==> src/rtl/lbf_pkg.sv <==
// Package of shared constants, types and the level step function for the fade engine.
`default_nettype none
package lbf_pkg;

    // Channel count and the widths that follow from it.
    localparam int CHANNELS = 4;
    localparam int IDX_W    = (CHANNELS > 1) ? $clog2(CHANNELS) : 1;
    localparam int CNT_W    = $clog2(CHANNELS + 1);

    // Field widths fixed by the interface.
    localparam int CH_W    = 2;
    localparam int OP_W    = 2;
    localparam int PCT_W   = 8;
    localparam int LEVEL_W = 16;
    localparam int STEP_W  = 10;
    localparam int CMP_W   = CH_W + CNT_W;

    // Configuration port geometry.
    localparam int ADDR_W    = 4;
    localparam int DATA_W    = 32;
    localparam int REG_IDX_W = 2;

    // Register indexes.
    localparam logic [REG_IDX_W-1:0] REG_STEP_SIZE    = 2'd0;
    localparam logic [REG_IDX_W-1:0] REG_TOP_LEVEL    = 2'd1;
    localparam logic [REG_IDX_W-1:0] REG_BOTTOM_LEVEL = 2'd2;
    localparam logic [REG_IDX_W-1:0] REG_START_LEVEL  = 2'd3;

    // Operation codes.
    localparam logic [OP_W-1:0] OP_TICK  = 2'd0;
    localparam logic [OP_W-1:0] OP_START = 2'd1;
    localparam logic [OP_W-1:0] OP_FIXED = 2'd2;

    // Reset values.
    localparam logic [STEP_W-1:0]  STEP_SIZE_RESET = 10'd20;
    localparam logic [LEVEL_W-1:0] TOP_RESET       = 16'd900;
    localparam logic [LEVEL_W-1:0] BOTTOM_RESET    = 16'd20;
    localparam logic [LEVEL_W-1:0] START_RESET     = 16'd20;
    localparam logic [LEVEL_W-1:0] LEVEL_RESET     = 16'd20;

    // Configuration registers as seen by the datapath.
    typedef struct packed {
        logic [STEP_W-1:0]  step_size;
        logic [LEVEL_W-1:0] top_level;
        logic [LEVEL_W-1:0] bottom_level;
        logic [LEVEL_W-1:0] start_level;
    } cfg_t;

    // Commands from the controller to the datapath.
    typedef struct packed {
        logic             load_start;
        logic             capture;
        logic             scan_emit;
        logic             fix_emit;
        logic [IDX_W-1:0] ch;
    } cmd_t;

    // Status from the datapath to the controller.
    typedef struct packed {
        logic [CHANNELS-1:0] fading;
        logic                out_free;
    } status_t;

    // Result of one level step.
    typedef struct packed {
        logic [LEVEL_W-1:0] level;
        logic               falling;
    } step_t;

    // One triangle-wave step: move the level and turn at the limits.
    function automatic step_t lbf_step(
        input logic [LEVEL_W-1:0] level,
        input logic               falling,
        input cfg_t               cfg
    );
        step_t res;
        res.falling = falling;
        if (!falling) begin
            res.level = level + LEVEL_W'(cfg.step_size);
            if (res.level > cfg.top_level) begin
                res.falling = 1'b1;
            end
        end else begin
            res.level = level - LEVEL_W'(cfg.step_size);
            if (res.level <= cfg.bottom_level) begin
                res.falling = 1'b0;
            end
        end
        return res;
    endfunction

endpackage
`default_nettype wire

==> src/rtl/led_breathing_fade_engine.sv <==
// Top level of the breathing LED fade engine: register bank, controller and datapath.
// A result beat is registered and appears the cycle after the scan visits its channel.
// A tick closes the input while the scan visits each channel, and a fixed-level
// command until its beat is loaded, after any output stall; a start keeps it open.
// The scan, one channel per cycle via one step unit unless stalled, sets tick time.
// Reset (synchronous, active low) sets levels to 20, stops fading, clears the output.
`default_nettype none
module led_breathing_fade_engine (
    input  wire logic                          aclk,
    input  wire logic                          aresetn,
    input  wire logic                          s_valid,
    output logic                               s_ready,
    input  wire logic [lbf_pkg::OP_W-1:0]      s_operation,
    input  wire logic [lbf_pkg::CH_W-1:0]      s_channel,
    input  wire logic [lbf_pkg::PCT_W-1:0]     s_fixed_percent,
    output logic                               m_valid,
    input  wire logic                          m_ready,
    output logic      [lbf_pkg::CH_W-1:0]      m_out_channel,
    output logic      [lbf_pkg::LEVEL_W-1:0]   m_compare_value,
    output logic                               m_last,
    input  wire logic                          psel,
    input  wire logic                          penable,
    input  wire logic                          pwrite,
    input  wire logic [lbf_pkg::ADDR_W-1:0]    paddr,
    input  wire logic [lbf_pkg::DATA_W-1:0]    pwdata,
    output logic      [lbf_pkg::DATA_W-1:0]    prdata,
    output logic                               pready
);

    lbf_pkg::cfg_t    cfg;
    lbf_pkg::cmd_t    cmd;
    lbf_pkg::status_t status;

    // Configuration registers.
    lbf_regs u_regs (
        .aclk    (aclk),
        .aresetn (aresetn),
        .psel    (psel),
        .penable (penable),
        .pwrite  (pwrite),
        .paddr   (paddr),
        .pwdata  (pwdata),
        .prdata  (prdata),
        .pready  (pready),
        .cfg     (cfg)
    );

    // Sequencing of operations.
    lbf_ctrl u_ctrl (
        .aclk        (aclk),
        .aresetn     (aresetn),
        .s_valid     (s_valid),
        .s_ready     (s_ready),
        .s_operation (s_operation),
        .s_channel   (s_channel),
        .status      (status),
        .cmd         (cmd)
    );

    // Channel state and result register.
    lbf_datapath u_dp (
        .aclk            (aclk),
        .aresetn         (aresetn),
        .s_fixed_percent (s_fixed_percent),
        .cfg             (cfg),
        .cmd             (cmd),
        .status          (status),
        .m_valid         (m_valid),
        .m_ready         (m_ready),
        .m_out_channel   (m_out_channel),
        .m_compare_value (m_compare_value),
        .m_last          (m_last)
    );

endmodule
`default_nettype wire

==> src/rtl/lbf_regs.sv <==
// Configuration register bank behind the APB-style port.
`default_nettype none
module lbf_regs (
    input  wire logic                          aclk,
    input  wire logic                          aresetn,
    input  wire logic                          psel,
    input  wire logic                          penable,
    input  wire logic                          pwrite,
    input  wire logic [lbf_pkg::ADDR_W-1:0]    paddr,
    input  wire logic [lbf_pkg::DATA_W-1:0]    pwdata,
    output logic      [lbf_pkg::DATA_W-1:0]    prdata,
    output logic                               pready,
    output lbf_pkg::cfg_t                      cfg
);

    lbf_pkg::cfg_t                       cfg_reg;
    logic [lbf_pkg::REG_IDX_W-1:0]       reg_idx;
    logic                                wr_en;

    assign pready  = 1'b1;
    assign reg_idx = paddr[lbf_pkg::ADDR_W-1:2];
    assign wr_en   = psel && penable && pwrite && pready;
    assign cfg     = cfg_reg;

    // Register writes on the access phase.
    always_ff @(posedge aclk) begin
        if (!aresetn) begin
            cfg_reg.step_size    <= lbf_pkg::STEP_SIZE_RESET;
            cfg_reg.top_level    <= lbf_pkg::TOP_RESET;
            cfg_reg.bottom_level <= lbf_pkg::BOTTOM_RESET;
            cfg_reg.start_level  <= lbf_pkg::START_RESET;
        end else if (wr_en) begin
            unique case (reg_idx)
                lbf_pkg::REG_STEP_SIZE: begin
                    cfg_reg.step_size <= pwdata[lbf_pkg::STEP_W-1:0];
                end
                lbf_pkg::REG_TOP_LEVEL: begin
                    cfg_reg.top_level <= pwdata[lbf_pkg::LEVEL_W-1:0];
                end
                lbf_pkg::REG_BOTTOM_LEVEL: begin
                    cfg_reg.bottom_level <= pwdata[lbf_pkg::LEVEL_W-1:0];
                end
                lbf_pkg::REG_START_LEVEL: begin
                    cfg_reg.start_level <= pwdata[lbf_pkg::LEVEL_W-1:0];
                end
                default: begin
                end
            endcase
        end
    end

    // Read-back multiplexer.
    always_comb begin
        unique case (reg_idx)
            lbf_pkg::REG_STEP_SIZE:    prdata = lbf_pkg::DATA_W'(cfg_reg.step_size);
            lbf_pkg::REG_TOP_LEVEL:    prdata = lbf_pkg::DATA_W'(cfg_reg.top_level);
            lbf_pkg::REG_BOTTOM_LEVEL: prdata = lbf_pkg::DATA_W'(cfg_reg.bottom_level);
            lbf_pkg::REG_START_LEVEL:  prdata = lbf_pkg::DATA_W'(cfg_reg.start_level);
            default:                   prdata = '0;
        endcase
    end

endmodule
`default_nettype wire

==> src/rtl/lbf_ctrl.sv <==
// Controller state machine that sequences ticks, start and fixed-level commands.
`default_nettype none
module lbf_ctrl (
    input  wire logic                           aclk,
    input  wire logic                           aresetn,
    input  wire logic                           s_valid,
    output logic                                s_ready,
    input  wire logic [lbf_pkg::OP_W-1:0]       s_operation,
    input  wire logic [lbf_pkg::CH_W-1:0]       s_channel,
    input  lbf_pkg::status_t                    status,
    output lbf_pkg::cmd_t                       cmd
);

    localparam logic [1:0] ST_IDLE = 2'd0;
    localparam logic [1:0] ST_SCAN = 2'd1;
    localparam logic [1:0] ST_FIX  = 2'd2;

    logic [1:0]                  state_reg, state_next;
    logic [lbf_pkg::IDX_W-1:0]   idx_reg, idx_next;
    logic                        accept;
    logic                        ch_ok;
    logic                        idx_at_end;

    assign s_ready    = (state_reg == ST_IDLE);
    assign accept     = s_valid && s_ready;
    assign ch_ok      = (lbf_pkg::CMP_W'(s_channel) < lbf_pkg::CMP_W'(lbf_pkg::CHANNELS));
    assign idx_at_end = (idx_reg == lbf_pkg::IDX_W'(lbf_pkg::CHANNELS - 1));

    // Next-state and command decode.
    always_comb begin
        state_next     = state_reg;
        idx_next       = idx_reg;
        cmd.load_start = 1'b0;
        cmd.capture    = 1'b0;
        cmd.scan_emit  = 1'b0;
        cmd.fix_emit   = 1'b0;
        cmd.ch         = idx_reg;
        unique case (state_reg)
            ST_IDLE: begin
                cmd.ch = lbf_pkg::IDX_W'(s_channel);
                if (accept) begin
                    case (s_operation)
                        lbf_pkg::OP_TICK: begin
                            state_next = ST_SCAN;
                            idx_next   = '0;
                        end
                        lbf_pkg::OP_START: begin
                            cmd.load_start = ch_ok;
                        end
                        lbf_pkg::OP_FIXED: begin
                            if (ch_ok) begin
                                cmd.capture = 1'b1;
                                state_next  = ST_FIX;
                            end
                        end
                        default: begin
                        end
                    endcase
                end
            end
            ST_SCAN: begin
                // A fading channel waits for the output register; others are skipped.
                if (!status.fading[idx_reg] || status.out_free) begin
                    cmd.scan_emit = status.fading[idx_reg];
                    if (idx_at_end) begin
                        state_next = ST_IDLE;
                    end else begin
                        idx_next = idx_reg + lbf_pkg::IDX_W'(1);
                    end
                end
            end
            ST_FIX: begin
                if (status.out_free) begin
                    cmd.fix_emit = 1'b1;
                    state_next   = ST_IDLE;
                end
            end
            default: begin
                state_next = ST_IDLE;
            end
        endcase
    end

    // State registers.
    always_ff @(posedge aclk) begin
        if (!aresetn) begin
            state_reg <= ST_IDLE;
            idx_reg   <= '0;
        end else begin
            state_reg <= state_next;
            idx_reg   <= idx_next;
        end
    end

endmodule
`default_nettype wire

==> src/rtl/lbf_datapath.sv <==
// Datapath holding channel levels, directions, fading flags and the output register.
`default_nettype none
module lbf_datapath (
    input  wire logic                            aclk,
    input  wire logic                            aresetn,
    input  wire logic [lbf_pkg::PCT_W-1:0]       s_fixed_percent,
    input  lbf_pkg::cfg_t                        cfg,
    input  lbf_pkg::cmd_t                        cmd,
    output lbf_pkg::status_t                     status,
    output logic                                 m_valid,
    input  wire logic                            m_ready,
    output logic      [lbf_pkg::CH_W-1:0]        m_out_channel,
    output logic      [lbf_pkg::LEVEL_W-1:0]     m_compare_value,
    output logic                                 m_last
);

    logic [lbf_pkg::LEVEL_W-1:0]  level_reg [lbf_pkg::CHANNELS];
    logic [lbf_pkg::CHANNELS-1:0] fading_reg;
    logic [lbf_pkg::CHANNELS-1:0] falling_reg;
    logic [lbf_pkg::IDX_W-1:0]    cap_ch_reg;
    logic [lbf_pkg::PCT_W-1:0]    cap_pct_reg;

    logic                         out_valid_reg;
    logic [lbf_pkg::CH_W-1:0]     out_ch_reg;
    logic [lbf_pkg::LEVEL_W-1:0]  out_val_reg;
    logic                         out_last_reg;

    logic [lbf_pkg::LEVEL_W-1:0]  pct10;
    logic [lbf_pkg::IDX_W-1:0]    sel_ch;
    logic [lbf_pkg::LEVEL_W-1:0]  sel_level;
    lbf_pkg::step_t               stepped;
    logic                         higher_fading;

    assign status.fading   = fading_reg;
    assign status.out_free = !out_valid_reg || m_ready;

    assign m_valid         = out_valid_reg;
    assign m_out_channel   = out_ch_reg;
    assign m_compare_value = out_val_reg;
    assign m_last          = out_last_reg;

    // Fixed level is the percentage times ten, formed as times eight plus times two.
    assign pct10 = (lbf_pkg::LEVEL_W'(cap_pct_reg) << 3) + (lbf_pkg::LEVEL_W'(cap_pct_reg) << 1);

    // One shared step unit, fed either by a scanned channel or by the fixed level.
    assign sel_ch    = cmd.fix_emit ? cap_ch_reg : cmd.ch;
    assign sel_level = cmd.fix_emit ? pct10 : level_reg[cmd.ch];
    assign stepped   = lbf_pkg::lbf_step(sel_level, falling_reg[sel_ch], cfg);

    // Whether a later channel in the scan is still fading, which decides the last flag.
    always_comb begin
        higher_fading = 1'b0;
        for (int j = 0; j < lbf_pkg::CHANNELS; j++) begin
            if (fading_reg[j] && (lbf_pkg::IDX_W'(j) > cmd.ch)) begin
                higher_fading = 1'b1;
            end
        end
    end

    // Channel state.
    always_ff @(posedge aclk) begin
        if (!aresetn) begin
            for (int i = 0; i < lbf_pkg::CHANNELS; i++) begin
                level_reg[i] <= lbf_pkg::LEVEL_RESET;
            end
            fading_reg  <= '0;
            falling_reg <= '0;
        end else begin
            if (cmd.load_start) begin
                level_reg[cmd.ch]  <= cfg.start_level;
                fading_reg[cmd.ch] <= 1'b1;
            end
            if (cmd.scan_emit || cmd.fix_emit) begin
                level_reg[sel_ch]   <= stepped.level;
                falling_reg[sel_ch] <= stepped.falling;
            end
            if (cmd.fix_emit) begin
                fading_reg[sel_ch] <= 1'b0;
            end
        end
    end

    // Operands of a fixed-level command, held until the output register is free.
    always_ff @(posedge aclk) begin
        if (cmd.capture) begin
            cap_ch_reg  <= cmd.ch;
            cap_pct_reg <= s_fixed_percent;
        end
    end

    // Output register: a beat is loaded when the slot is free and held until taken.
    always_ff @(posedge aclk) begin
        if (!aresetn) begin
            out_valid_reg <= 1'b0;
        end else if (cmd.scan_emit || cmd.fix_emit) begin
            out_valid_reg <= 1'b1;
        end else if (m_ready) begin
            out_valid_reg <= 1'b0;
        end
    end

    always_ff @(posedge aclk) begin
        if (cmd.scan_emit || cmd.fix_emit) begin
            out_ch_reg   <= lbf_pkg::CH_W'(sel_ch);
            out_val_reg  <= sel_level;
            out_last_reg <= cmd.fix_emit || !higher_fading;
        end
    end

endmodule
`default_nettype wire

==> config.mk <==
export PLATFORM = sky130hd
export DESIGN_NAME = led_breathing_fade_engine
export DESIGN_NICKNAME = d
export VERILOG_FILES = /design/src/rtl/lbf_pkg.sv /design/src/rtl/led_breathing_fade_engine.sv /design/src/rtl/lbf_regs.sv /design/src/rtl/lbf_ctrl.sv /design/src/rtl/lbf_datapath.sv
export SDC_FILE = /design/constraint.sdc
export NUM_CORES = 1
export LEC_CHECK = 0
export ABC_AREA = 1
export BUFFER_PORTS_ARGS = -buffer_cell sky130_fd_sc_hd__buf_2
export CORE_ASPECT_RATIO = 1.2
export CORE_MARGIN = 5
export CORE_UTILIZATION = 50
export DETAILED_ROUTE_END_ITERATION = 12
export PLACE_DENSITY = 0.7
export SLEW_MARGIN = 25
export SYNTH_ARGS = -nofsm -noshare
export SYNTH_HDL_FRONTEND = slang
export SYNTH_SLANG_ARGS = --single-unit
==> constraint.sdc <==
create_clock -name aclk -period 9.8 [get_ports aclk]
set_input_delay 2.94 -clock aclk [delete_from_list [all_inputs] [get_ports aclk]]
set_output_delay 2.94 -clock aclk [all_outputs]
set_load 0.03 [all_outputs]
## After elaboration in Yosys (flattened, before gate mapping)

Memories as Yosys holds them, arrays and structs flattened.
Cells that the tools add are included.

| operators by class | value |
|---|---|
| $add $sub $neg | 4 |
| order comparisons | 11 |
| eq/ne operators | 15 |
| multiplexer cells | 57 |
| bitwise gates (word level) | 3 |
| reduce and logical (&&, ||, !) cells | 29 |

Operators with widths:

| operator | number |
|---|---|
| $pmux W32 S4 | 1 |
| $mux W16 | 3 |
| $reduce_or A16 Y1 | 2 |
| $mux W2 | 14 |
| $mux W1 | 27 |
| $mux W17 | 1 |
| $add A16 B10 Y16 | 1 |
| $gt A16 B16 Y1 | 1 |
| $le A16 B16 Y1 | 1 |
| $sub A16 B10 Y16 | 1 |
| $add A11 B9 Y12 | 1 |
| $mux W4 | 3 |
| $eq A2 B2 Y1 const B | 5 |
| $reduce_and A5 Y1 | 2 |
| $logic_and A1 B1 Y1 | 9 |
| $lt A2 B3 Y1 const B | 3 |
| $pmux W2 S2 | 2 |
| $reduce_and A2 Y1 | 4 |
| $eq A2 B1 Y1 const B | 3 |
| $logic_not A2 Y1 | 3 |
| $ne A2 B1 Y1 const B | 3 |
| $ne A2 B2 Y1 const B | 3 |
| $pmux W2 S3 | 1 |
| $and A4 B4 Y4 | 1 |
| 13 further kinds | 24 |

| word-level totals | value |
|---|---|
| flip-flop bits (word level) | 100 |
| bits in writable memories | 64 |
| input bits | 55 |
| output and inout port bits | 54 |
| word-level logic and storage cells | 134 |
| memories kept | 1 |

Memory list:

| memory | words | width | rd ports | clocked after memory_dff | wr ports | RTL line | RTL |
|---|---|---|---|---|---|---|---|
| u_dp.level_reg | 4 | 16 | 1 | 0 | 4 | lbf_datapath.sv:17 | `logic [lbf_pkg::LEVEL_W-1:0] level_reg [lbf_pkg::CHANNELS];` |

## Depth between registers and ports, before layout

Gate-level depths: netlist of the first run.

| logic depth | value |
|---|---|
| depth after elaboration | 12 |
| gate-level depth with buffers | 34 |
| gate-level depth less buffers | 33 |

## Modules after synthesis

Synthesis of the first run repeated with hierarchy kept, for this count alone.

| unflattened totals | value |
|---|---|
| cell total of the unflattened synthesis | 1324 |
| area, all modules | 10198.5 µm² |

Modules (own cells, without submodules):

| module | times used | cells an instance | area each (µm²) | sequential area each (µm²) |
|---|---|---|---|---|
| lbf_datapath | 1 | 837 | 7056.8 | 2972.9 |
| lbf_regs | 1 | 434 | 2825.2 | 1161.1 |
| lbf_ctrl | 1 | 53 | 316.6 | 80.1 |

## Worst setup path before layout of the first run

No wires, ideal clock.

| path | value |
|---|---|
| path type | input -> output |
| from | input port paddr[2] (netlist name) |
| to | output port prdata[6] (netlist name) |
| arrival time | 3.922 ns |
| data required time | 6.860 ns |
| setup slack | 2.938 ns |
| stages on the path | 5 |
| buffers on the path | 1 |
| cells stage by stage | inv_1 > nor2_1 > clkbuf_1 > nand2_1 > o2111ai_1 |

| on the way | value |
|---|---|
| longest elaborated chain between the ends | 2 |
| elaborated cells between the ends (all ways) | 5 |
| those cells by class | eq/ne (3); mux (1); reduce/logical (1) |

Ends and longest elaborated chain:

| item | RTL line | RTL |
|---|---|---|
| start, declared | led_breathing_fade_engine.sv:24 | `input wire logic [lbf_pkg::ADDR_W-1:0] paddr,` |
| $eq A2 B2 Y1 (tied with other cells) | lbf_regs.sv:54 | `unique case (reg_idx)` |
| $pmux W32 S4 (*) | lbf_regs.sv:54 |  |
| end, declared | led_breathing_fade_engine.sv:26 | `output logic [lbf_pkg::DATA_W-1:0] prdata,` |

Mark *: on every way between the ends. The rest lies on a longest branch, timed or not. The select of a mux whose other input is x is not followed.

## Worst setup path after layout of the first run

| path | value |
|---|---|
| from | input port s_channel[0] (netlist name) |
| to | register u_dp.falling_reg[0] (netlist name) |

| on the way | value |
|---|---|
| longest elaborated chain between the ends | 8 |
| elaborated cells between the ends (all ways) | 19 |
| those cells by class | add/sub (2); order compare (4); mux (11); reduce/logical (1); memory (1) |

Ends and longest elaborated chain:

| item | RTL line | RTL |
|---|---|---|
| start, declared | led_breathing_fade_engine.sv:14 | `input wire logic [lbf_pkg::CH_W-1:0] s_channel,` |
| $mux W2 (*) | lbf_ctrl.sv:38 | `unique case (state_reg)` |
| $mem_v2 Z4 W16 (*) | - |  |
| $mux W16 (*) | lbf_datapath.sv:47 | `assign sel_level = cmd.fix_emit ? pct10 : level_reg[cmd.ch];` |
| net u_dp.sel_level (one bit) | lbf_datapath.sv:30 | `logic [lbf_pkg::LEVEL_W-1:0] sel_level;` |
| $add A16 B10 Y16 or $sub A16 B10 Y16 (tied branches) | lbf_pkg.sv:79, lbf_pkg.sv:84 |  |
| $gt A16 B16 Y1 or $le A16 B16 Y1 (tied branches) | lbf_pkg.sv:80, lbf_pkg.sv:85 |  |
| $mux W1, on equally long branches | lbf_pkg.sv:80, lbf_pkg.sv:85 |  |
| $mux W17 (*) | lbf_pkg.sv:78 | `if (!falling) begin` |
| $bwmux W4 (*) | lbf_datapath.sv:75 | `falling_reg[sel_ch] <= stepped.falling;` |
| end signal, assigned by index | lbf_datapath.sv:75 |  |
| end, declared | lbf_datapath.sv:19 | `logic [lbf_pkg::CHANNELS-1:0] falling_reg;` |

Mark *: on every way through the listed nets, which the timed path passes. The rest lies on a longest branch. The select of a mux whose other input is x is not followed.
A chain may end at the register's enable or synchronous reset.

==> flow_summary.html, run 1 <==
<table>
<tr><th>Metric</th><th>Value</th></tr>
<tr><th colspan="2">Cells and area</th></tr>
<tr><td>Number of diodes added for antenna fixing</td><td>0</td></tr>
<tr><td>Number of nets in the finished design</td><td>1336</td></tr>
<tr><td>Top library cells by usage in the layout, fill and taps aside</td><td>229 x sky130_fd_sc_hd__nand2_1, 138 x sky130_fd_sc_hd__inv_1, 118 x sky130_fd_sc_hd__a21oi_1</td></tr>
<tr><td>Most common library cell in the layout ignoring fill and taps</td><td>sky130_fd_sc_hd__nand2_1</td></tr>
<tr><td>Synthesis-to-finish area growth</td><td>11.32%</td></tr>
<tr><td>Flip-flop count of the largest register, all copies and words added</td><td>64</td></tr>
<tr><td>Non-filler cells, final</td><td>1488</td></tr>
<tr><td>Final standard cell area without fillers</td><td>10690 µm²</td></tr>
<tr><td>Ratio of cells with drive above 1 in the final layout</td><td>0.1364</td></tr>
<tr><th colspan="2">Floorplanning</th></tr>
<tr><td>Core area</td><td>18860 µm²</td></tr>
<tr><td>Initial cell density of the core</td><td>0.5094</td></tr>
<tr><td>Standard-cell rows</td><td>55</td></tr>
<tr><td>Area of the die</td><td>22090 µm²</td></tr>
<tr><td>Die Y-Extent</td><td>161.8 µm</td></tr>
<tr><td>DIE WIDTH</td><td>136.5 µm</td></tr>
<tr><td>IO Pins</td><td>109</td></tr>
<tr><th colspan="2">Worst setup path</th></tr>
<tr><td>Most Frequent Cell on Critical Path</td><td>sky130_fd_sc_hd__nand2_1</td></tr>
<tr><td>Slowest library cell on the worst path</td><td>sky130_fd_sc_hd__fa_1</td></tr>
<tr><td>CP required</td><td>10.18 ns</td></tr>
<tr><td>Type of origin of the critical path</td><td>primary input</td></tr>
<tr><td>Crit Path Class</td><td>in2reg</td></tr>
<tr><td>WP data arrival</td><td>8.01 ns</td></tr>
<tr><td>Largest incremental delay on the critical path</td><td>0.47 ns</td></tr>
<tr><td>Sort of element at the end of the critical path</td><td>register</td></tr>
<tr><td>CP max FO</td><td>12</td></tr>
<tr><th colspan="2">Clock network</th></tr>
<tr><td>Clock edge transition at the registers on the reported setup and hold paths</td><td>0.07 ns</td></tr>
<tr><td>Number of hold-repair buffers added at the cts stage</td><td>0</td></tr>
<tr><td>Insertion delay to the later sink of the worst-skew pair</td><td>0.44 ns</td></tr>
<tr><td>TritonCTS clock tree</td><td>done</td></tr>
<tr><td>Post_cts resized</td><td>0</td></tr>
<tr><td>TritonCTS buffer count</td><td>17</td></tr>
<tr><td>CTS H-tree depth</td><td>4</td></tr>
<tr><td>Number of buffers added for setup after CTS</td><td>0</td></tr>
<tr><td>Buffer cell driving the clock tree root</td><td>sky130_fd_sc_hd__clkbuf_16</td></tr>
<tr><td>Maximum root-to-sink buffer count</td><td>2</td></tr>
<tr><td>Clock sinks</td><td>164</td></tr>
<tr><th colspan="2">STA</th></tr>
<tr><td>Worst Hold Slack</td><td>0.4865 ns</td></tr>
<tr><td>Worst max-slew margin expressed relative to the limit</td><td>0.2913</td></tr>
<tr><td>Largest clock skew in the final design</td><td>0.01042 ns</td></tr>
<tr><td>Number of hold violations in the final report</td><td>0</td></tr>
<tr><td>Highest Clock Rate</td><td>0.1311 GHz</td></tr>
<tr><td>Period utilisation layout</td><td>0.7782</td></tr>
<tr><td>Total Negative Setup Slacks</td><td>0 ns</td></tr>
<tr><td>Worst-margin pin slew</td><td>1.060 ns</td></tr>
<tr><td>Number of setup violations in the final report</td><td>0</td></tr>
<tr><td>Crit path time final</td><td>7.626 ns</td></tr>
<tr><td>Final critical-path setup slack</td><td>2.174 ns</td></tr>
<tr><td>Setup repair after global routing missed its margin</td><td>false</td></tr>
<tr><td>Slew Viols, Final</td><td>0</td></tr>
<tr><th colspan="2">Logic synthesis</th></tr>
<tr><td>Post-Synthesis Cell Area</td><td>9605 µm²</td></tr>
<tr><td>Synth Instances</td><td>1161</td></tr>
<tr><td>Post-synthesis average cell area</td><td>8.273 µm²</td></tr>
<tr><td>Synth cell types</td><td>54</td></tr>
<tr><td>Seq/Total Area, Yosys</td><td>0.4387</td></tr>
<tr><td>Synthesis warning total</td><td>0</td></tr>
<tr><td>Post-synthesis sequential element count</td><td>164</td></tr>
<tr><th colspan="2">Power and ir drop</th></tr>
<tr><td>Power Internal</td><td>1.386 mW</td></tr>
<tr><td>Power per cell area</td><td>206.0 nW/µm²</td></tr>
<tr><td>Leakage Power</td><td>4.502 nW</td></tr>
<tr><td>Sequential Power Share</td><td>0.356</td></tr>
<tr><td>Switch share</td><td>0.3710</td></tr>
<tr><td>Power share of the combinational group</td><td>0.333</td></tr>
<tr><td>Power dissipated by switching net loads</td><td>817.2 µW</td></tr>
<tr><td>Clock power frac</td><td>0.311</td></tr>
<tr><td>Max VDD drop</td><td>0.0001442 V</td></tr>
<tr><th colspan="2">Global route</th></tr>
<tr><td>Wire length of the first global-routing pass</td><td>40220 µm</td></tr>
<tr><td>GRT Total Usage</td><td>0.2327</td></tr>
<tr><td>Grt total ovfl</td><td>0</td></tr>
<tr><td>Antenna violations before repair</td><td>0</td></tr>
<tr><td>Largest net degree at the start of global routing</td><td>67</td></tr>
<tr><td>M1 GR Usage</td><td>0.3086</td></tr>
<tr><td>Via count of the first global-routing pass</td><td>7762</td></tr>
<tr><td>Layer with the highest usage after global routing</td><td>met2</td></tr>
<tr><td>Global Route met2 Usage</td><td>0.3886</td></tr>
<tr><td>Global routing met3 resource utilization</td><td>0.03594</td></tr>
<tr><th colspan="2">Place</th></tr>
<tr><td>RD Place Congestion</td><td>0.9522</td></tr>
<tr><td>Placed instance area</td><td>10100 µm²</td></tr>
<tr><td>Worst slack at placement</td><td>1.863 ns</td></tr>
<tr><td>Number of cells after detailed placement</td><td>1456</td></tr>
<tr><td>Detail Placement HPWL</td><td>18310 µm</td></tr>
<tr><td>Count of port buffers added during placement</td><td>73</td></tr>
<tr><th colspan="2">Route</th></tr>
<tr><td>Via-to-Cell Ratio</td><td>5.503</td></tr>
<tr><td>Detailed-route via count</td><td>8189</td></tr>
<tr><td>Wire length reported by the detailed router</td><td>25190 µm</td></tr>
<tr><td>Count of nets left with antenna violations after detail routing</td><td>0</td></tr>
<tr><td>Average wire per cell in the routed design</td><td>16.93 µm</td></tr>
<tr><td># DRC</td><td>0</td></tr>
<tr><td>DRC violation total after the first TritonRoute iteration</td><td>530</td></tr>
<tr><td>Router iterations before antenna repair</td><td>5</td></tr>
<tr><th colspan="2">Outcome</th></tr>
<tr><td>Status</td><td>finished, final reports clean</td></tr>
<tr><th colspan="2">Worst hold path</th></tr>
<tr><td>Hold Crit Class</td><td>reg2reg</td></tr>
<tr><th colspan="2">Run</th></tr>
<tr><td>Number of max-cap violations</td><td>0</td></tr>
</table>
## cell families (layout without fill, tap and decap cells)
group           Yosys count  in the layout  synth area share
fa+ha+maj                62             62           0.08311
compound gates          297            297            0.1865
buf+inv                 216            272           0.09483
simple gates            399            399            0.1769
xor+xnor                 21             21           0.01915
flops                   164            164            0.4387
other cells               2             17         0.0007818
## critical path: cells and delay by family
kind	cells	cell delay (ns)
adder cells (fa/ha/maj)	2	0.74
AND/OR/NAND/NOR	11	1.59
buffers and inverters	5	0.81
AO/OA/AOI/OAI	11	1.89
## cells in the mapped netlist (all sizes together)
cell type | n | share of area
clkinv | 6 | 0.0025
ha | 59 | 0.077
a21o | 1 | 0.00078
inv | 155 | 0.061
edfxtp | 93 | 0.29
fa | 3 | 0.0063
a21oi | 120 | 0.065
conb | 2 | 0.00078
a311oi | 1 | 0.00091
a211oi | 3 | 0.0023
nand3 | 48 | 0.027
buf | 28 | 0.021
a32oi | 1 | 0.00091
nand2 | 238 | 0.096
clkbuf | 27 | 0.011
o2111ai | 10 | 0.0091
o31ai | 6 | 0.0047
a2111oi | 1 | 0.00091
a31oi | 4 | 0.0039
o21bai | 3 | 0.0023
nand4 | 12 | 0.0078
o211ai | 14 | 0.012
dfxtp | 71 | 0.15
o21a | 3 | 0.0023
a21boi | 1 | 0.00078
o21ai | 92 | 0.052
a22oi | 9 | 0.0076
or2 | 10 | 0.0065
o22ai | 19 | 0.013
xor2 | 20 | 0.018
nor3 | 7 | 0.0036
o221ai | 8 | 0.0073
xnor2 | 1 | 0.00091
a2bb2oi | 1 | 0.00091
nor2 | 82 | 0.035
and2 | 2 | 0.0013
## through the flow
stage            util  power [mW]
6_report       0.5671       2.203
5_1_grt        0.5671       2.332
4_1_cts        0.5671       2.203
3_5_place_dp   0.5356       1.513
3_3_place_gp   0.5356       1.497
2_1_floorplan       -       1.334
## final timing paths
path                  startpoint             endpoint  slack, ns  depth (start not counted)
max                 s_channel[0]  u_dp.falling_reg[0]       2.17                         29
min               u_regs.cfg[17]       u_regs.cfg[17]       0.49                          2
max reg2reg  u_ctrl.state_reg[0]  u_dp.falling_reg[0]       4.14                         29
min reg2reg       u_regs.cfg[17]       u_regs.cfg[17]       0.49                          2
## power by group through the flow
stage	combinational [mW]	sequential, mW	clock, mW
2_1_floorplan	0.528	0.806	0
3_3_place_gp	0.700	0.798	0
3_5_place_dp	0.714	0.799	0
4_1_cts	0.724	0.784	0.695
5_1_grt	0.818	0.786	0.727
6_report	0.733	0.784	0.686
## per-layer routing
metal / vias up / routed length, µm
met5: - / 0
met4: 0 / 539
met3: 46 / 1622
met2: 275 / 12120
met1: 3839 / 10910
li1: 4029 / -
## area by class of cell
type                            count  area, µm²
Fill cell                        1755       8163
Tap cell                          256      320.3
Timing Repair Buffer               79      410.4
Inverter                          161      605.6
Clock buffer                       17      425.4
Multi-Input combinational cell    796       4549
Clock inverter                     15      167.7
Sequential cell                   164       4214
Note: power is estimated with default switching activity, not from simulation.
==> run 2, diff against run 1 <==
- PLACE_DENSITY: 0.7 -> 0.73
- clock period: 9.8 -> 7 ns (I/O delays scaled with it)
==> run 2 against run 1 <==
  * First-iteration DRC count is 6.8% higher
  * Via count is 0.50% higher
  * Flip-flop and latch count stayed put
  * Die area stayed put
  * Register-to-register slack worse by 2.5 ns
  * Utilization is 0.94 points higher
  * Critical path type unchanged
  * Critical endpoint unchanged
  * Largest cell class unchanged
  * Highest routed layer unchanged
==> flow_summary.html, run 2 (synthesis gave the netlist of run 1 again) <==
<table>
<tr><th>Metric</th><th>Value</th></tr>
<tr><th colspan="2">Cells and area</th></tr>
<tr><td>Ratio of cells with drive above 1 in the final layout</td><td>0.1549 (was 0.1364)</td></tr>
<tr><td>Top library cells by usage in the layout, fill and taps aside</td><td>229 x sky130_fd_sc_hd__nand2_1, 139 x sky130_fd_sc_hd__inv_1, 118 x sky130_fd_sc_hd__a21oi_1 (was 229 x sky130_fd_sc_hd__nand2_1, 138 x sky130_fd_sc_hd__inv_1, 118 x sky130_fd_sc_hd__a21oi_1)</td></tr>
<tr><td>Most common library cell in the layout ignoring fill and taps</td><td>sky130_fd_sc_hd__nand2_1 (unchanged)</td></tr>
<tr><td>Number of diodes added for antenna fixing</td><td>0 (unchanged)</td></tr>
<tr><td>Synthesis-to-finish area growth</td><td>13.17% (was 11.32%)</td></tr>
<tr><td>Flip-flop count of the largest register, all copies and words added</td><td>64 (unchanged)</td></tr>
<tr><td>Number of nets in the finished design</td><td>1363 (was 1336)</td></tr>
<tr><td>Fill cells</td><td>1704 (was 1755)</td></tr>
<tr><th colspan="2">Outcome</th></tr>
<tr><td>Status</td><td>finished, final reports clean (unchanged)</td></tr>
<tr><th colspan="2">Clock network</th></tr>
<tr><td>Number of buffers added for setup after CTS</td><td>0 (unchanged)</td></tr>
<tr><td>TritonCTS clock tree</td><td>done (unchanged)</td></tr>
<tr><td>Clock sinks</td><td>164 (unchanged)</td></tr>
<tr><td>Number of hold-repair buffers added at the cts stage</td><td>0 (unchanged)</td></tr>
<tr><td>Buffer cell driving the clock tree root</td><td>sky130_fd_sc_hd__clkbuf_16 (unchanged)</td></tr>
<tr><td>TritonCTS buffer count</td><td>17 (unchanged)</td></tr>
<tr><td>Post_cts resized</td><td>0 (unchanged)</td></tr>
<tr><td>Maximum root-to-sink buffer count</td><td>2 (unchanged)</td></tr>
<tr><td>CTS H-tree depth</td><td>4 (unchanged)</td></tr>
<tr><td>Insertion delay to the later sink of the worst-skew pair</td><td>0.44 ns (about the same)</td></tr>
<tr><td>Clock edge transition at the registers on the reported setup and hold paths</td><td>0.06 ns (was 0.07 ns)</td></tr>
<tr><th colspan="2">Place</th></tr>
<tr><td>Count of port buffers added during placement</td><td>73 (unchanged)</td></tr>
<tr><td>Detail Placement HPWL</td><td>18850 µm (was 18310 µm)</td></tr>
<tr><td>Worst slack at placement</td><td>0.3687 ns (was 1.863 ns)</td></tr>
<tr><td>RD Place Congestion</td><td>0.9796 (was 0.9522)</td></tr>
<tr><th colspan="2">Route</th></tr>
<tr><td>Count of nets left with antenna violations after detail routing</td><td>0 (unchanged)</td></tr>
<tr><td>DRC violation total after the first TritonRoute iteration</td><td>566 (was 530)</td></tr>
<tr><td># DRC</td><td>0 (unchanged)</td></tr>
<tr><td>Average wire per cell in the routed design</td><td>16.71 µm (was 16.93 µm)</td></tr>
<tr><td>Via-to-Cell Ratio</td><td>5.432 (was 5.503)</td></tr>
<tr><td>Wire length reported by the detailed router</td><td>25310 µm (was 25190 µm)</td></tr>
<tr><td>Detailed-route via count</td><td>8230 (was 8189)</td></tr>
<tr><td>Router iterations before antenna repair</td><td>5 (unchanged)</td></tr>
<tr><th colspan="2">Worst setup path</th></tr>
<tr><td>WP data arrival</td><td>6.67 ns (was 8.01 ns)</td></tr>
<tr><td>CP required</td><td>7.32 ns (was 10.18 ns)</td></tr>
<tr><td>Most Frequent Cell on Critical Path</td><td>sky130_fd_sc_hd__nand2_1 (unchanged)</td></tr>
<tr><td>Register-to-Register Setup Slack</td><td>1.68 ns (was 4.14 ns)</td></tr>
<tr><td>Worst-case reg-to-reg path depth</td><td>29 (unchanged)</td></tr>
<tr><td>Slowest library cell on the worst path</td><td>sky130_fd_sc_hd__o31ai_1 (was sky130_fd_sc_hd__fa_1)</td></tr>
<tr><td>Launch instance of the worst register-to-register path</td><td>u_ctrl.state_reg[0] (unchanged)</td></tr>
<tr><td>Reg-to-Reg End</td><td>u_dp.falling_reg[0] (unchanged)</td></tr>
<tr><td>Crit Path Class</td><td>in2reg (unchanged)</td></tr>
<tr><td>Sort of element at the end of the critical path</td><td>register (unchanged)</td></tr>
<tr><td>CP max FO</td><td>9 (was 12)</td></tr>
<tr><td>Largest incremental delay on the critical path</td><td>0.51 ns (was 0.47 ns)</td></tr>
<tr><td>Type of origin of the critical path</td><td>primary input (unchanged)</td></tr>
<tr><th colspan="2">STA</th></tr>
<tr><td>Worst-margin pin slew</td><td>1.038 ns (was 1.060 ns)</td></tr>
<tr><td>Largest clock skew in the final design</td><td>0.01005 ns (was 0.01042 ns)</td></tr>
<tr><td>Period utilisation layout</td><td>0.9059</td></tr>
<tr><td>Highest Clock Rate</td><td>0.1577 GHz</td></tr>
<tr><td>Worst max-slew margin expressed relative to the limit</td><td>0.3057 (was 0.2913)</td></tr>
<tr><td>Number of setup violations in the final report</td><td>0 (unchanged)</td></tr>
<tr><td>Setup repair after global routing missed its margin</td><td>false (unchanged)</td></tr>
<tr><td>Total Negative Setup Slacks</td><td>0 ns (unchanged)</td></tr>
<tr><td>Slew Viols, Final</td><td>0 (unchanged)</td></tr>
<tr><td>Crit path time final</td><td>6.341 ns</td></tr>
<tr><td>Final critical-path setup slack</td><td>0.6587 ns (was 2.174 ns)</td></tr>
<tr><td>Number of hold violations in the final report</td><td>0 (unchanged)</td></tr>
<tr><th colspan="2">Power and ir drop</th></tr>
<tr><td>Max VDD drop</td><td>0.0001919 V (was 0.0001442 V)</td></tr>
<tr><td>Overall power</td><td>3.064 mW (was 2.203 mW)</td></tr>
<tr><td>Power per cell area</td><td>281.9 nW/µm² (was 206.0 nW/µm²)</td></tr>
<tr><td>Leakage Power</td><td>4.609 nW (was 4.502 nW)</td></tr>
<tr><th colspan="2">Floorplanning</th></tr>
<tr><td>Die Y-Extent</td><td>161.8 µm (unchanged)</td></tr>
<tr><td>Initial cell density of the core</td><td>0.5094 (unchanged)</td></tr>
<tr><td>IO Pins</td><td>109 (unchanged)</td></tr>
<tr><td>Core area</td><td>18860 µm² (unchanged)</td></tr>
<tr><td>DIE WIDTH</td><td>136.5 µm (unchanged)</td></tr>
<tr><td>Standard-cell rows</td><td>55 (unchanged)</td></tr>
<tr><td>Area of the die</td><td>22090 µm² (unchanged)</td></tr>
<tr><th colspan="2">Global route</th></tr>
<tr><td>Grt total ovfl</td><td>0 (unchanged)</td></tr>
<tr><td>Via count of the first global-routing pass</td><td>7752 (was 7762)</td></tr>
<tr><td>GRT Total Usage</td><td>0.2321 (was 0.2327)</td></tr>
<tr><td>Wire length of the first global-routing pass</td><td>40050 µm (was 40220 µm)</td></tr>
<tr><td>Antenna violations before repair</td><td>0 (unchanged)</td></tr>
<tr><td>Largest net degree at the start of global routing</td><td>66 (was 67)</td></tr>
<tr><th colspan="2">Worst hold path</th></tr>
<tr><td>Worst hold stages</td><td>2 (unchanged)</td></tr>
<tr><td>Worst hold start</td><td>u_regs.cfg[43] (was u_regs.cfg[17])</td></tr>
<tr><td>Hold Crit Class</td><td>reg2reg (unchanged)</td></tr>
<tr><td>WHS Endpoint</td><td>u_regs.cfg[43] (was u_regs.cfg[17])</td></tr>
<tr><th colspan="2">Run</th></tr>
<tr><td>Number of max-cap violations</td><td>0 (unchanged)</td></tr>
</table>
## run 2: cell type report
class,instances,area [µm²],share of cell area
Clock buffer,19,442.9,0.04075
Clock inverter,13,125.1,0.01151
Inverter,161,605.6,0.05571
Multi-Input combinational cell,796,4549,0.4185
Sequential cell,164,4214,0.3877
Tap cell,256,320.3,0.02947
Timing Repair Buffer,106,613.1,0.05640
## run 2: per-stage QoR
| stage | cells | cell area [µm²] | util | hold slack, ns |
|---|---|---|---|---|
| 2_1_floorplan | 1176 | 9662 | - | 0.4442 |
| 6_report | 1515 | 10870 | 0.5765 | 0.4787 |
| 5_1_grt | 1515 | 10870 | 0.5765 | 0.4958 |
| 4_1_cts | 1515 | 10870 | 0.5765 | 0.4797 |
| 3_3_place_gp | 1483 | 10300 | 0.5464 | 0.4649 |
| 3_5_place_dp | 1483 | 10300 | 0.5464 | 0.4702 |
## run 2: how the worst max path moves through the flow
stage                  from             endpoint  slack (ns)  depth (start not counted)
3_3_place_gp   s_channel[0]  u_dp.falling_reg[2]        0.40                         32
5_1_grt        s_channel[0]  u_dp.falling_reg[0]        0.25                         33
4_1_cts        s_channel[0]  u_dp.falling_reg[3]        0.78                         28
2_1_floorplan  s_channel[0]  u_dp.falling_reg[2]        1.12                         28
3_5_place_dp   s_channel[0]  u_dp.falling_reg[0]        0.37                         32
6_report       s_channel[0]  u_dp.falling_reg[0]        0.66                         31
## run 2: critical path: cells and delay by family
| family | cells | cell delay [ns] |
|---|---|---|
| AND/OR/NAND/NOR | 15 | 1.82 |
| AO/OA/AOI/OAI | 6 | 1.24 |
| buffers and inverters | 8 | 0.78 |
| adder cells (fa/ha/maj) | 2 | 0.70 |
## run 2: metal layers
metal	share of wire	GRT usage	routed length (µm)
met1	0.42	0.3026	10700
met2	0.49	0.3926	12440
met3	0.066	0.03996	1673
met4	0.020	0.07149	499
met5	0	0	0
## run 2: where the power goes
part           total [mW]  switching, mW  internal (mW)
clock network       0.905          0.402          0.503
registers            1.10         0.0203           1.08
logic                1.06          0.703          0.360
total                3.06           1.13           1.94
